$ cat src/sv/hmi_pkg.sv
`timescale 1ns / 1ps

package hmi_pkg;

	localparam int FIELD_SIZE_DEF = 1024;
	localparam int POS_MAX        = 8388607;
	localparam int CORDIC_ITERS   = 14;
	localparam int CORDIC_X0      = 9949;

	// Division by 1000 is a shift by 3 and a division by 125. The quotient estimate is
	// (v * floor(2^37 / 125)) >> 37, which is low by at most one for v below 2^30.
	localparam logic [30:0] DIV_RECIP = 31'd1099511627;
	localparam logic [7:0]  DIV_ODD   = 8'd125;

	typedef struct packed {
		logic [15:0] speed;
		logic [23:0] heading_rate;
		logic [23:0] spin_rate;
		logic [23:0] start_x;
		logic [23:0] start_y;
		logic [15:0] start_heading;
	} cfg_t;

	typedef struct packed {
		logic        ld_x;
		logic        ld_y;
		logic        ld_head;
		logic [23:0] data;
	} load_t;

	typedef enum logic [4:0] {
		OP_NOP,
		OP_CAPTURE,
		OP_MUL_SPIN,
		OP_MUL_HEAD,
		OP_MUL_COS,
		OP_MUL_SIN,
		OP_MUL_MS,
		OP_DIV_ANG,
		OP_DIV_POS,
		OP_DIV_MUL,
		OP_DIV_FIX,
		OP_UPD_SPIN,
		OP_UPD_HEAD,
		OP_COR_LOAD,
		OP_COR_STEP,
		OP_COR_FIN,
		OP_UPD_X,
		OP_UPD_Y,
		OP_OUT_LOAD
	} dp_op_t;

	typedef struct packed {
		dp_op_t     op;
		logic [3:0] iter;
	} dp_cmd_t;

	// Arctangent of 2^-i in 1/65536 turn, rounded to nearest.
	function automatic logic [13:0] atan_turn(input logic [3:0] idx);
		logic [13:0] r;
		case (idx)
			4'd0: r = 14'd8192;
			4'd1: r = 14'd4836;
			4'd2: r = 14'd2555;
			4'd3: r = 14'd1297;
			4'd4: r = 14'd651;
			4'd5: r = 14'd326;
			4'd6: r = 14'd163;
			4'd7: r = 14'd81;
			4'd8: r = 14'd41;
			4'd9: r = 14'd20;
			4'd10: r = 14'd10;
			4'd11: r = 14'd5;
			4'd12: r = 14'd3;
			4'd13: r = 14'd1;
			default: r = 14'd0;
		endcase
		return r;
	endfunction

endpackage

$ cat src/sv/heading_motion_integrator_wrap.sv
// Dead-reckoning integrator on a square field with wrapping edges. Each input beat carries
// the milliseconds elapsed since the previous tick; the block advances the model spin angle
// and the travel heading by rate times elapsed over 1000, takes the cosine and sine of the
// new heading with a 14-iteration CORDIC, moves the position by speed times those values,
// wraps each axis that leaves the field, and returns one result beat per tick. A new input
// beat is taken only once the previous tick has reached the result register; each tick runs
// the CORDIC steps and, for each of the two angles and the two axes, the multiplies, the
// reciprocal division by 1000 with its correction step, and the update.
// The result register lets the next tick start while a result waits to be taken. Writing a
// start register reloads that position or heading at once; configure only while idle.
`timescale 1ns / 1ps

module heading_motion_integrator_wrap #(
	parameter int FIELD_SIZE = hmi_pkg::FIELD_SIZE_DEF
) (
	input  logic        clk,
	input  logic        arst_n,
	input  logic        s_tvalid,
	output logic        s_tready,
	input  logic [15:0] s_tdata,   // [9:0] elapsed_ms, [15:10] zero
	output logic        m_tvalid,
	input  logic        m_tready,
	output logic [79:0] m_tdata,   // [23:0] x_pos, [47:24] y_pos, [63:48] heading_out,
	                               // [79:64] model_angle_out
	output logic [1:0]  m_tuser,   // [0] wrapped_x, [1] wrapped_y
	input  logic        psel,
	input  logic        penable,
	input  logic        pwrite,
	input  logic [4:0]  paddr,
	input  logic [31:0] pwdata,
	output logic [31:0] prdata,
	output logic        pready
);
	import hmi_pkg::*;

	cfg_t        cfg;
	load_t       ld;
	dp_cmd_t     cmd;
	logic [23:0] x_pos;
	logic [23:0] y_pos;
	logic [15:0] heading_out;
	logic [15:0] model_angle_out;
	logic        wrapped_x;
	logic        wrapped_y;

	assign pready = 1'b1;

	hmi_regs u_regs (
		.clk     (clk),
		.arst_n  (arst_n),
		.psel    (psel),
		.penable (penable),
		.pwrite  (pwrite),
		.paddr   (paddr),
		.pwdata  (pwdata),
		.prdata  (prdata),
		.cfg     (cfg),
		.ld      (ld)
	);

	hmi_ctrl u_ctrl (
		.clk      (clk),
		.arst_n   (arst_n),
		.s_tvalid (s_tvalid),
		.s_tready (s_tready),
		.m_tready (m_tready),
		.m_tvalid (m_tvalid),
		.cmd      (cmd)
	);

	hmi_datapath #(
		.FIELD_SIZE (FIELD_SIZE)
	) u_datapath (
		.clk             (clk),
		.arst_n          (arst_n),
		.cmd             (cmd),
		.elapsed_ms      (s_tdata[9:0]),
		.cfg             (cfg),
		.ld              (ld),
		.x_pos           (x_pos),
		.y_pos           (y_pos),
		.heading_out     (heading_out),
		.model_angle_out (model_angle_out),
		.wrapped_x       (wrapped_x),
		.wrapped_y       (wrapped_y)
	);

	assign m_tdata = {model_angle_out, heading_out, y_pos, x_pos};
	assign m_tuser = {wrapped_y, wrapped_x};

endmodule

$ cat src/sv/hmi_regs.sv
`timescale 1ns / 1ps

module hmi_regs (
	input  logic               clk,
	input  logic               arst_n,
	input  logic               psel,
	input  logic               penable,
	input  logic               pwrite,
	input  logic [4:0]         paddr,
	input  logic [31:0]        pwdata,
	output logic [31:0]        prdata,
	output hmi_pkg::cfg_t      cfg,
	output hmi_pkg::load_t     ld
);
	import hmi_pkg::*;

	localparam logic [2:0] REG_SPEED  = 3'd0;
	localparam logic [2:0] REG_HRATE  = 3'd1;
	localparam logic [2:0] REG_SRATE  = 3'd2;
	localparam logic [2:0] REG_STARTX = 3'd3;
	localparam logic [2:0] REG_STARTY = 3'd4;
	localparam logic [2:0] REG_STARTH = 3'd5;

	cfg_t       cfg_q;
	logic       wr_en;
	logic [2:0] idx;

	assign wr_en = psel & penable & pwrite;
	assign idx   = paddr[4:2];
	assign cfg   = cfg_q;

	always_ff @(posedge clk or negedge arst_n) begin
		if (!arst_n) begin
			cfg_q <= '0;
		end else if (wr_en) begin
			case (idx)
				REG_SPEED:  cfg_q.speed         <= pwdata[15:0];
				REG_HRATE:  cfg_q.heading_rate  <= pwdata[23:0];
				REG_SRATE:  cfg_q.spin_rate     <= pwdata[23:0];
				REG_STARTX: cfg_q.start_x       <= pwdata[23:0];
				REG_STARTY: cfg_q.start_y       <= pwdata[23:0];
				REG_STARTH: cfg_q.start_heading <= pwdata[15:0];
				default: ;
			endcase
		end
	end

	always_comb begin
		ld.ld_x    = wr_en && (idx == REG_STARTX);
		ld.ld_y    = wr_en && (idx == REG_STARTY);
		ld.ld_head = wr_en && (idx == REG_STARTH);
		ld.data    = pwdata[23:0];
	end

	always_comb begin
		case (idx)
			REG_SPEED:  prdata = {16'd0, cfg_q.speed};
			REG_HRATE:  prdata = {8'd0, cfg_q.heading_rate};
			REG_SRATE:  prdata = {8'd0, cfg_q.spin_rate};
			REG_STARTX: prdata = {8'd0, cfg_q.start_x};
			REG_STARTY: prdata = {8'd0, cfg_q.start_y};
			REG_STARTH: prdata = {16'd0, cfg_q.start_heading};
			default:    prdata = 32'd0;
		endcase
	end

endmodule

$ cat src/sv/hmi_ctrl.sv
`timescale 1ns / 1ps

module hmi_ctrl (
	input  logic             clk,
	input  logic             arst_n,
	input  logic             s_tvalid,
	output logic             s_tready,
	input  logic             m_tready,
	output logic             m_tvalid,
	output hmi_pkg::dp_cmd_t cmd
);
	import hmi_pkg::*;

	typedef enum logic [4:0] {
		S_IDLE,
		S_MUL_S, S_LDV_S, S_DIV_S, S_FIX_S, S_UPD_S,
		S_MUL_H, S_LDV_H, S_DIV_H, S_FIX_H, S_UPD_H,
		S_COR_LD, S_COR, S_COR_FIN,
		S_MUL_X, S_MS_X, S_LDV_X, S_DIV_X, S_FIX_X, S_UPD_X,
		S_MUL_Y, S_MS_Y, S_LDV_Y, S_DIV_Y, S_FIX_Y, S_UPD_Y,
		S_OUT
	} state_t;

	localparam logic [4:0] COR_LAST = 5'(CORDIC_ITERS - 1);

	state_t     state_q;
	logic [4:0] cnt_q;
	logic       m_tvalid_q;
	logic       out_free;

	assign s_tready = (state_q == S_IDLE);
	assign m_tvalid = m_tvalid_q;
	assign out_free = !m_tvalid_q || m_tready;

	always_ff @(posedge clk or negedge arst_n) begin
		if (!arst_n) begin
			state_q    <= S_IDLE;
			cnt_q      <= '0;
			m_tvalid_q <= 1'b0;
		end else begin
			if (m_tvalid_q && m_tready && (state_q != S_OUT)) begin
				m_tvalid_q <= 1'b0;
			end
			case (state_q)
				S_IDLE: if (s_tvalid) state_q <= S_MUL_S;
				S_MUL_S: state_q <= S_LDV_S;
				S_LDV_S: state_q <= S_DIV_S;
				S_DIV_S: state_q <= S_FIX_S;
				S_FIX_S: state_q <= S_UPD_S;
				S_UPD_S: state_q <= S_MUL_H;
				S_MUL_H: state_q <= S_LDV_H;
				S_LDV_H: state_q <= S_DIV_H;
				S_DIV_H: state_q <= S_FIX_H;
				S_FIX_H: state_q <= S_UPD_H;
				S_UPD_H: state_q <= S_COR_LD;
				S_COR_LD: begin
					cnt_q   <= '0;
					state_q <= S_COR;
				end
				S_COR: begin
					cnt_q <= cnt_q + 5'd1;
					if (cnt_q == COR_LAST) state_q <= S_COR_FIN;
				end
				S_COR_FIN: state_q <= S_MUL_X;
				S_MUL_X: state_q <= S_MS_X;
				S_MS_X: state_q <= S_LDV_X;
				S_LDV_X: state_q <= S_DIV_X;
				S_DIV_X: state_q <= S_FIX_X;
				S_FIX_X: state_q <= S_UPD_X;
				S_UPD_X: state_q <= S_MUL_Y;
				S_MUL_Y: state_q <= S_MS_Y;
				S_MS_Y: state_q <= S_LDV_Y;
				S_LDV_Y: state_q <= S_DIV_Y;
				S_DIV_Y: state_q <= S_FIX_Y;
				S_FIX_Y: state_q <= S_UPD_Y;
				S_UPD_Y: state_q <= S_OUT;
				S_OUT: begin
					if (out_free) begin
						m_tvalid_q <= 1'b1;
						state_q    <= S_IDLE;
					end
				end
				default: state_q <= S_IDLE;
			endcase
		end
	end

	always_comb begin
		cmd.iter = cnt_q[3:0];
		case (state_q)
			S_IDLE:    cmd.op = s_tvalid ? OP_CAPTURE : OP_NOP;
			S_MUL_S:   cmd.op = OP_MUL_SPIN;
			S_MUL_H:   cmd.op = OP_MUL_HEAD;
			S_LDV_S,
			S_LDV_H:   cmd.op = OP_DIV_ANG;
			S_DIV_S,
			S_DIV_H,
			S_DIV_X,
			S_DIV_Y:   cmd.op = OP_DIV_MUL;
			S_FIX_S,
			S_FIX_H,
			S_FIX_X,
			S_FIX_Y:   cmd.op = OP_DIV_FIX;
			S_UPD_S:   cmd.op = OP_UPD_SPIN;
			S_UPD_H:   cmd.op = OP_UPD_HEAD;
			S_COR_LD:  cmd.op = OP_COR_LOAD;
			S_COR:     cmd.op = OP_COR_STEP;
			S_COR_FIN: cmd.op = OP_COR_FIN;
			S_MUL_X:   cmd.op = OP_MUL_COS;
			S_MUL_Y:   cmd.op = OP_MUL_SIN;
			S_MS_X,
			S_MS_Y:    cmd.op = OP_MUL_MS;
			S_LDV_X,
			S_LDV_Y:   cmd.op = OP_DIV_POS;
			S_UPD_X:   cmd.op = OP_UPD_X;
			S_UPD_Y:   cmd.op = OP_UPD_Y;
			S_OUT:     cmd.op = out_free ? OP_OUT_LOAD : OP_NOP;
			default:   cmd.op = OP_NOP;
		endcase
	end

endmodule

$ cat src/sv/hmi_datapath.sv
`timescale 1ns / 1ps

module hmi_datapath #(
	parameter int FIELD_SIZE = hmi_pkg::FIELD_SIZE_DEF
) (
	input  logic             clk,
	input  logic             arst_n,
	input  hmi_pkg::dp_cmd_t cmd,
	input  logic [9:0]       elapsed_ms,
	input  hmi_pkg::cfg_t    cfg,
	input  hmi_pkg::load_t   ld,
	output logic [23:0]      x_pos,
	output logic [23:0]      y_pos,
	output logic [15:0]      heading_out,
	output logic [15:0]      model_angle_out,
	output logic             wrapped_x,
	output logic             wrapped_y
);
	import hmi_pkg::*;

	localparam int HALF   = FIELD_SIZE * 128;
	localparam int HI_INT = (HALF > POS_MAX) ? POS_MAX : HALF;
	localparam logic signed [24:0] LIM_LO = -25'(HALF);
	localparam logic signed [24:0] LIM_HI = 25'(HI_INT);

	logic [9:0]          ms_q;
	logic signed [41:0]  prod_q;
	logic                neg_q;
	logic [29:0]         dv_q;
	logic [17:0]         quo_q;
	logic [23:0]         x_q;
	logic [23:0]         y_q;
	logic [15:0]         head_q;
	logic [15:0]         spin_q;
	logic                wx_q;
	logic                wy_q;
	logic signed [17:0]  cx_q;
	logic signed [17:0]  cy_q;
	logic signed [15:0]  cz_q;
	logic signed [16:0]  cos_q;
	logic signed [16:0]  sin_q;
	logic [23:0]         ox_q;
	logic [23:0]         oy_q;
	logic [15:0]         oh_q;
	logic [15:0]         om_q;
	logic                owx_q;
	logic                owy_q;

	logic signed [33:0]  mul_a;
	logic signed [16:0]  mul_b;
	logic signed [50:0]  mul_p;
	logic [41:0]         mag;
	logic [60:0]         rec_p;
	logic [7:0]          rem8;
	logic                fix_up;
	logic [15:0]         ang_delta;
	logic [24:0]         pos_mag;
	logic signed [24:0]  pos_delta;
	logic [23:0]         pos_base;
	logic signed [24:0]  pos_sum;
	logic [23:0]         pos_next;
	logic                pos_wrap;
	logic signed [17:0]  cor_dx;
	logic signed [17:0]  cor_dy;
	logic signed [15:0]  cor_at;
	logic signed [17:0]  neg_cx;
	logic signed [17:0]  neg_cy;

	always_comb begin
		case (cmd.op)
			OP_MUL_SPIN: begin
				mul_a = $signed({{10{cfg.spin_rate[23]}}, cfg.spin_rate});
				mul_b = $signed({7'd0, ms_q});
			end
			OP_MUL_HEAD: begin
				mul_a = $signed({{10{cfg.heading_rate[23]}}, cfg.heading_rate});
				mul_b = $signed({7'd0, ms_q});
			end
			OP_MUL_COS: begin
				mul_a = $signed({{18{cfg.speed[15]}}, cfg.speed});
				mul_b = cos_q;
			end
			OP_MUL_SIN: begin
				mul_a = $signed({{18{cfg.speed[15]}}, cfg.speed});
				mul_b = sin_q;
			end
			OP_MUL_MS: begin
				mul_a = prod_q[33:0];
				mul_b = $signed({7'd0, ms_q});
			end
			default: begin
				mul_a = '0;
				mul_b = '0;
			end
		endcase
	end

	assign mul_p = mul_a * mul_b;

	assign mag    = prod_q[41] ? 42'(-prod_q) : prod_q;
	assign rec_p  = {31'd0, dv_q} * {30'd0, DIV_RECIP};
	assign rem8   = dv_q[7:0] - 8'(quo_q[7:0] * DIV_ODD);
	assign fix_up = (rem8 >= DIV_ODD);

	assign ang_delta = neg_q ? (16'd0 - quo_q[15:0]) : quo_q[15:0];

	assign pos_mag   = {7'd0, quo_q};
	assign pos_delta = neg_q ? -$signed(pos_mag) : $signed(pos_mag);
	assign pos_base  = (cmd.op == OP_UPD_Y) ? y_q : x_q;
	assign pos_sum   = $signed({pos_base[23], pos_base}) + pos_delta;

	always_comb begin
		if (pos_sum < LIM_LO) begin
			pos_next = LIM_HI[23:0];
			pos_wrap = 1'b1;
		end else if (pos_sum > LIM_HI) begin
			pos_next = LIM_LO[23:0];
			pos_wrap = 1'b1;
		end else begin
			pos_next = pos_sum[23:0];
			pos_wrap = 1'b0;
		end
	end

	assign cor_dx = cy_q >>> cmd.iter;
	assign cor_dy = cx_q >>> cmd.iter;
	assign cor_at = $signed({2'd0, atan_turn(cmd.iter)});
	assign neg_cx = -cx_q;
	assign neg_cy = -cy_q;

	always_ff @(posedge clk or negedge arst_n) begin
		if (!arst_n) begin
			x_q    <= '0;
			y_q    <= '0;
			head_q <= '0;
			spin_q <= '0;
		end else begin
			if (ld.ld_x) x_q <= ld.data;
			else if (cmd.op == OP_UPD_X) x_q <= pos_next;
			if (ld.ld_y) y_q <= ld.data;
			else if (cmd.op == OP_UPD_Y) y_q <= pos_next;
			if (ld.ld_head) head_q <= ld.data[15:0];
			else if (cmd.op == OP_UPD_HEAD) head_q <= head_q + ang_delta;
			if (cmd.op == OP_UPD_SPIN) spin_q <= spin_q + ang_delta;
		end
	end

	always_ff @(posedge clk) begin
		case (cmd.op)
			OP_CAPTURE: ms_q <= elapsed_ms;
			OP_MUL_SPIN,
			OP_MUL_HEAD,
			OP_MUL_COS,
			OP_MUL_SIN,
			OP_MUL_MS: prod_q <= mul_p[41:0];
			OP_DIV_ANG: begin
				neg_q <= prod_q[41];
				dv_q  <= mag[32:3];
			end
			OP_DIV_POS: begin
				neg_q <= prod_q[41];
				dv_q  <= {6'd0, mag[40:17]};
			end
			OP_DIV_MUL: quo_q <= rec_p[54:37];
			OP_DIV_FIX: quo_q <= quo_q + 18'(fix_up);
			OP_COR_LOAD: begin
				cx_q <= 18'(CORDIC_X0);
				cy_q <= '0;
				cz_q <= $signed({2'b00, head_q[13:0]});
			end
			OP_COR_STEP: begin
				if (!cz_q[15]) begin
					cx_q <= cx_q - cor_dx;
					cy_q <= cy_q + cor_dy;
					cz_q <= cz_q - cor_at;
				end else begin
					cx_q <= cx_q + cor_dx;
					cy_q <= cy_q - cor_dy;
					cz_q <= cz_q + cor_at;
				end
			end
			OP_COR_FIN: begin
				case (head_q[15:14])
					2'd0: begin
						cos_q <= cx_q[16:0];
						sin_q <= cy_q[16:0];
					end
					2'd1: begin
						cos_q <= neg_cy[16:0];
						sin_q <= cx_q[16:0];
					end
					2'd2: begin
						cos_q <= neg_cx[16:0];
						sin_q <= neg_cy[16:0];
					end
					default: begin
						cos_q <= cy_q[16:0];
						sin_q <= neg_cx[16:0];
					end
				endcase
			end
			OP_UPD_X: wx_q <= pos_wrap;
			OP_UPD_Y: wy_q <= pos_wrap;
			OP_OUT_LOAD: begin
				ox_q  <= x_q;
				oy_q  <= y_q;
				oh_q  <= head_q;
				om_q  <= spin_q;
				owx_q <= wx_q;
				owy_q <= wy_q;
			end
			default: ;
		endcase
	end

	assign x_pos           = ox_q;
	assign y_pos           = oy_q;
	assign heading_out     = oh_q;
	assign model_angle_out = om_q;
	assign wrapped_x       = owx_q;
	assign wrapped_y       = owy_q;

endmodule
$ cat config.mk
export PLATFORM = sky130hd
export DESIGN_NAME = heading_motion_integrator_wrap
export DESIGN_NICKNAME = d
export VERILOG_FILES = /design/src/sv/hmi_pkg.sv /design/src/sv/heading_motion_integrator_wrap.sv /design/src/sv/hmi_regs.sv /design/src/sv/hmi_ctrl.sv /design/src/sv/hmi_datapath.sv
export SDC_FILE = /design/constraint.sdc
export NUM_CORES = 2
export LEC_CHECK = 0
export CAP_MARGIN = 25
export CORE_MARGIN = 1
export CORE_UTILIZATION = 55
export CTS_CLUSTER_DIAMETER = 120
export DETAILED_ROUTE_END_ITERATION = 16
export DONT_BUFFER_PORTS = 1
export PLACE_DENSITY_LB_ADDON = 0.05
export SETUP_SLACK_MARGIN = 0.15
export SYNTH_ARGS = -nofsm -noshare
export SYNTH_HDL_FRONTEND = slang
export SYNTH_HIERARCHICAL = 1
export SYNTH_SLANG_ARGS = --single-unit
export TNS_END_PERCENT = 10
$ cat constraint.sdc
create_clock -name clk -period 10.4 [get_ports clk]
set_input_delay 0.52 -clock clk [delete_from_list [all_inputs] [get_ports clk]]
set_output_delay 0.52 -clock clk [all_outputs]
set_load 0.005 [all_outputs]
==> metrics.log <==
INFO  metric postLayoutSetupSlackWorst = 0.798 ns
INFO  metric detailed_place_hpwl = 130000 um
INFO  metric final_cell_mix = sky130_fd_sc_hd__inv_1 (1081), sky130_fd_sc_hd__fa_1 (788), sky130_fd_sc_hd__ha_1 (592)
INFO  metric viasPerCell = between 5 and 6
INFO  metric die-height = 336 um
INFO  metric ioPinCount = 177
INFO  metric yosys.cell_types.count = 97
INFO  metric synthesis.instances = approximately 6.3k
INFO  metric cts_setup_buffers = 0
INFO  metric finalSetupViolations = 0
INFO  metric dominantRegCellSynth = sky130_fd_sc_hd__edfxtp_1
INFO  metric multi_input_comb_area = 0.0424 mm^2
INFO  metric fin_crit = 9.60 ns
INFO  metric worstSkewPairLatency = between 0.6 and 0.7 ns
INFO  metric grt_first_pass_wirelength = 257000 um
INFO  metric antenna_violating_nets_post_route = 0
INFO  metric dieArea = 0.113 mm^2
INFO  metric maxcap_violations = 0
INFO  metric area.sequential = 0.0136 mm^2
INFO  metric startpoint_type = flip-flop
INFO  metric cp_common_cell = sky130_fd_sc_hd__fa_1
INFO  metric detailroute.via_count = 43.5k
INFO  metric htree_levels = 2
INFO  metric ys_seq_area_share = 22.2%
INFO  metric drt_wl_total = 162000 um
INFO  metric place.gp.congestion = 0.929
INFO  metric fp.dieW = 336 um
INFO  metric worstSetupEndpointType = flip-flop
INFO  metric cp_data_arrival_time = 9.94 ns
INFO  metric core.rowCount = 122
INFO  metric cts_sink_cnt = 490
INFO  metric slowest_stage = sky130_fd_sc_hd__dfrtp_1
INFO  metric start_util = between 50% and 60%
INFO  metric cts-root-to-sink-buffers = 3
INFO  metric tritoncts = built
INFO  metric final-max-slew-violation-count = 0
INFO  metric initialDrtViolationCount = 2974
INFO  metric maximum_number_of_pins_on_one_net_before_global_route_repair = 220
INFO  metric synth_enable_flop_cells = 271
INFO  metric timing_worst_slew_pin_value = 1.07 ns
INFO  metric crit_path_max_fanout = 16
INFO  metric tritoncts.num_buffers = 54
INFO  metric final_setup_skew = 0.0516 ns
INFO  metric crit_required = 10.74 ns
INFO  metric ys_ff_latch = 490
INFO  metric crit_path_max_incr_delay = 0.67 ns
INFO  metric worst_hold_slack = 0.0304 ns
INFO  metric run_status = finished, final reports clean
INFO  metric n_fill_cell = 9794
INFO  metric report.final.hold_viol_count = 0
INFO  metric antenna_found_initial = 5
INFO  metric layout_commonest_cell = sky130_fd_sc_hd__inv_1
INFO  metric place_worst_setup_slack = about 0.8 ns
INFO  metric clock-root-buffer = sky130_fd_sc_hd__clkbuf_16
INFO  metric r2r_slack = about 0.80 ns
INFO  metric grt_pass1_vias = 43.6k
INFO  metric fin_crit_sh = 92.3%
INFO  metric detail_route.drc_violations = 0
INFO  metric syn2layout_area_growth = 5.96%
INFO  metric core_area = 0.111 mm^2
INFO  metric wl_per_cell = 21.0 um
INFO  metric nets = ~7.6k
INFO  metric post_synth_instance_area = just over 0.06 mm^2
INFO  metric synth.yosys.warnings = 6
INFO  metric async_flop_share = 44.7%
INFO  metric totalNegativeSetupSlack = 0 ns
INFO  metric max_freq = 104 MHz
INFO  metric final_layout_size_suffix_gt1_share = 7.87%
INFO  metric grt_use_total = 29.6%
INFO  metric clkTransAtPathRegs = 0.06 ns
INFO  metric min-delay-path-class = in -> reg
INFO  metric overflow = 0
INFO  metric worst_slew_margin_rel = 27.9%
INFO  metric finish.utilization = 58.7%
INFO  metric drt_pre_antenna_iters = 7
INFO  metric rsz0062_at_grt = false
INFO  metric synth.avg_cell_area = 9.79 um^2
INFO  metric placement.io_buffers = 0
INFO  metric setup.worst_path.class = reg -> reg
## state kept, by name, indices dropped and copies added, names as in the netlist, 17 cells and up
register           flops
u_datapath/y_q        24
u_datapath/x_q        24
u_datapath/cos_q      17
u_datapath/sin_q      17
u_datapath/dv_q       30
u_datapath/cx_q       18
u_datapath/quo_q      18
u_regs/cfg           128
u_datapath/y_pos      24
u_datapath/prod_q     42
u_datapath/x_pos      24
u_datapath/cy_q       18
## through the flow
stage | cell area (um^2) | cells
3_3_place_gp | 62600 | 7549
5_1_grt | 65000 | 7699
2_1_floorplan | 61400 | 6272
3_5_place_dp | 62600 | 7550
4_1_cts | 64900 | 7692
6_report | 65000 | 7700
## routing by layer
metal / wire [um] / track usage [%]
met5: 16 / 0
met4: 3060 / 5.51
met3: 8640 / 3.13
met2: 72100 / 45.7
met1: 77900 / 45.2
## synthesized netlist by cell type, types with 35 or more instances
library cell                  n  share of area (%)
sky130_fd_sc_hd__inv_1     1081                6.6
sky130_fd_sc_hd__a21oi_1    237                1.9
sky130_fd_sc_hd__xor2_1     111                1.6
sky130_fd_sc_hd__mux4_2      37                1.4
sky130_fd_sc_hd__nand2b_1    60               0.61
sky130_fd_sc_hd__a21o_1      72               0.88
sky130_fd_sc_hd__o21ai_0    177                1.4
sky130_fd_sc_hd__edfxtp_1   271                 13
sky130_fd_sc_hd__fa_1       788                 26
sky130_fd_sc_hd__or3_1       38               0.39
sky130_fd_sc_hd__mux2i_1     70                1.1
sky130_fd_sc_hd__a31oi_1     54               0.55
sky130_fd_sc_hd__o31ai_1     39               0.48
sky130_fd_sc_hd__clkbuf_1   183                1.1
sky130_fd_sc_hd__mux2_2     184                3.4
sky130_fd_sc_hd__nand2_1    521                3.2
sky130_fd_sc_hd__nor2_1     519                3.2
sky130_fd_sc_hd__buf_4       44               0.54
sky130_fd_sc_hd__nand3_1     45               0.37
sky130_fd_sc_hd__nor2b_1     74               0.75
sky130_fd_sc_hd__ha_1       592                 12
sky130_fd_sc_hd__and2_1      35               0.36
sky130_fd_sc_hd__o21a_1      38               0.46
sky130_fd_sc_hd__nor3_1      50               0.41
sky130_fd_sc_hd__a22oi_1     57               0.70
sky130_fd_sc_hd__dfrtp_1    219                8.9
sky130_fd_sc_hd__xnor2_1    230                3.3
## final timing paths
check,from,end,cells after the start
min,pwdata[23],u_datapath/y_q[23],2
min reg2reg,u_datapath/wx_q,u_datapath/wrapped_x,0
max reg2reg,u_ctrl/state_q[2],u_datapath/prod_q[41],32
min in group asynchronous,arst_n,u_datapath/spin_q[9],2
max in group asynchronous,arst_n,u_ctrl/cnt_q[3],3
max,u_ctrl/state_q[2],u_datapath/prod_q[41],32
## area by class of cell
| type | instances | share of cell area, % |
|---|---|---|
| multi-input cells | 4404 | 65.2 |
| clock buffers | 63 | 2.19 |
| clock inverters | 39 | 0.670 |
| inverters | 1083 | 6.25 |
| flip-flops and latches | 490 | 21.0 |
| well taps | 1488 | 2.86 |
| diodes | 2 | 0.00770 |
| repair buffers | 131 | 1.84 |
## timing repair
item	in CTS	in global routing
hold endpoints to repair	311	45
resized for setup	0	3
endpoints found under the setup margin	0	1
hold buffers	40	1
## cell families (layout without fill, tap and decap cells)
family                     count (synthesis)  count (layout)  synth area share (%)
other                                      2              11                0.0122
muxes                                    292             292                  5.89
xor gates and xnor gates                 341             341                  4.87
adders and majority gates               1380            1380                  37.8
and+or+nand+nor                         1487            1487                  11.0
buffers and inverters                   1378            1316                  8.89
AOI/OAI and AO/OA                        895             895                  9.36
DFF                                      490             490                  22.2
## critical path: cells and delay by family (launching register included)
family | cells | cell delay, ns
adders and majority gates | 7 | 3.33
buffers and inverters | 6 | 0.89
DFF | 1 | 0.67
AOI/OAI and AO/OA | 12 | 2.25
xor gates and xnor gates | 1 | 0.08
and+or+nand+nor | 6 | 2.08
Power is not shown: default switching activity piles up to over one toggle a cycle in this logic, so the estimate is an artifact.
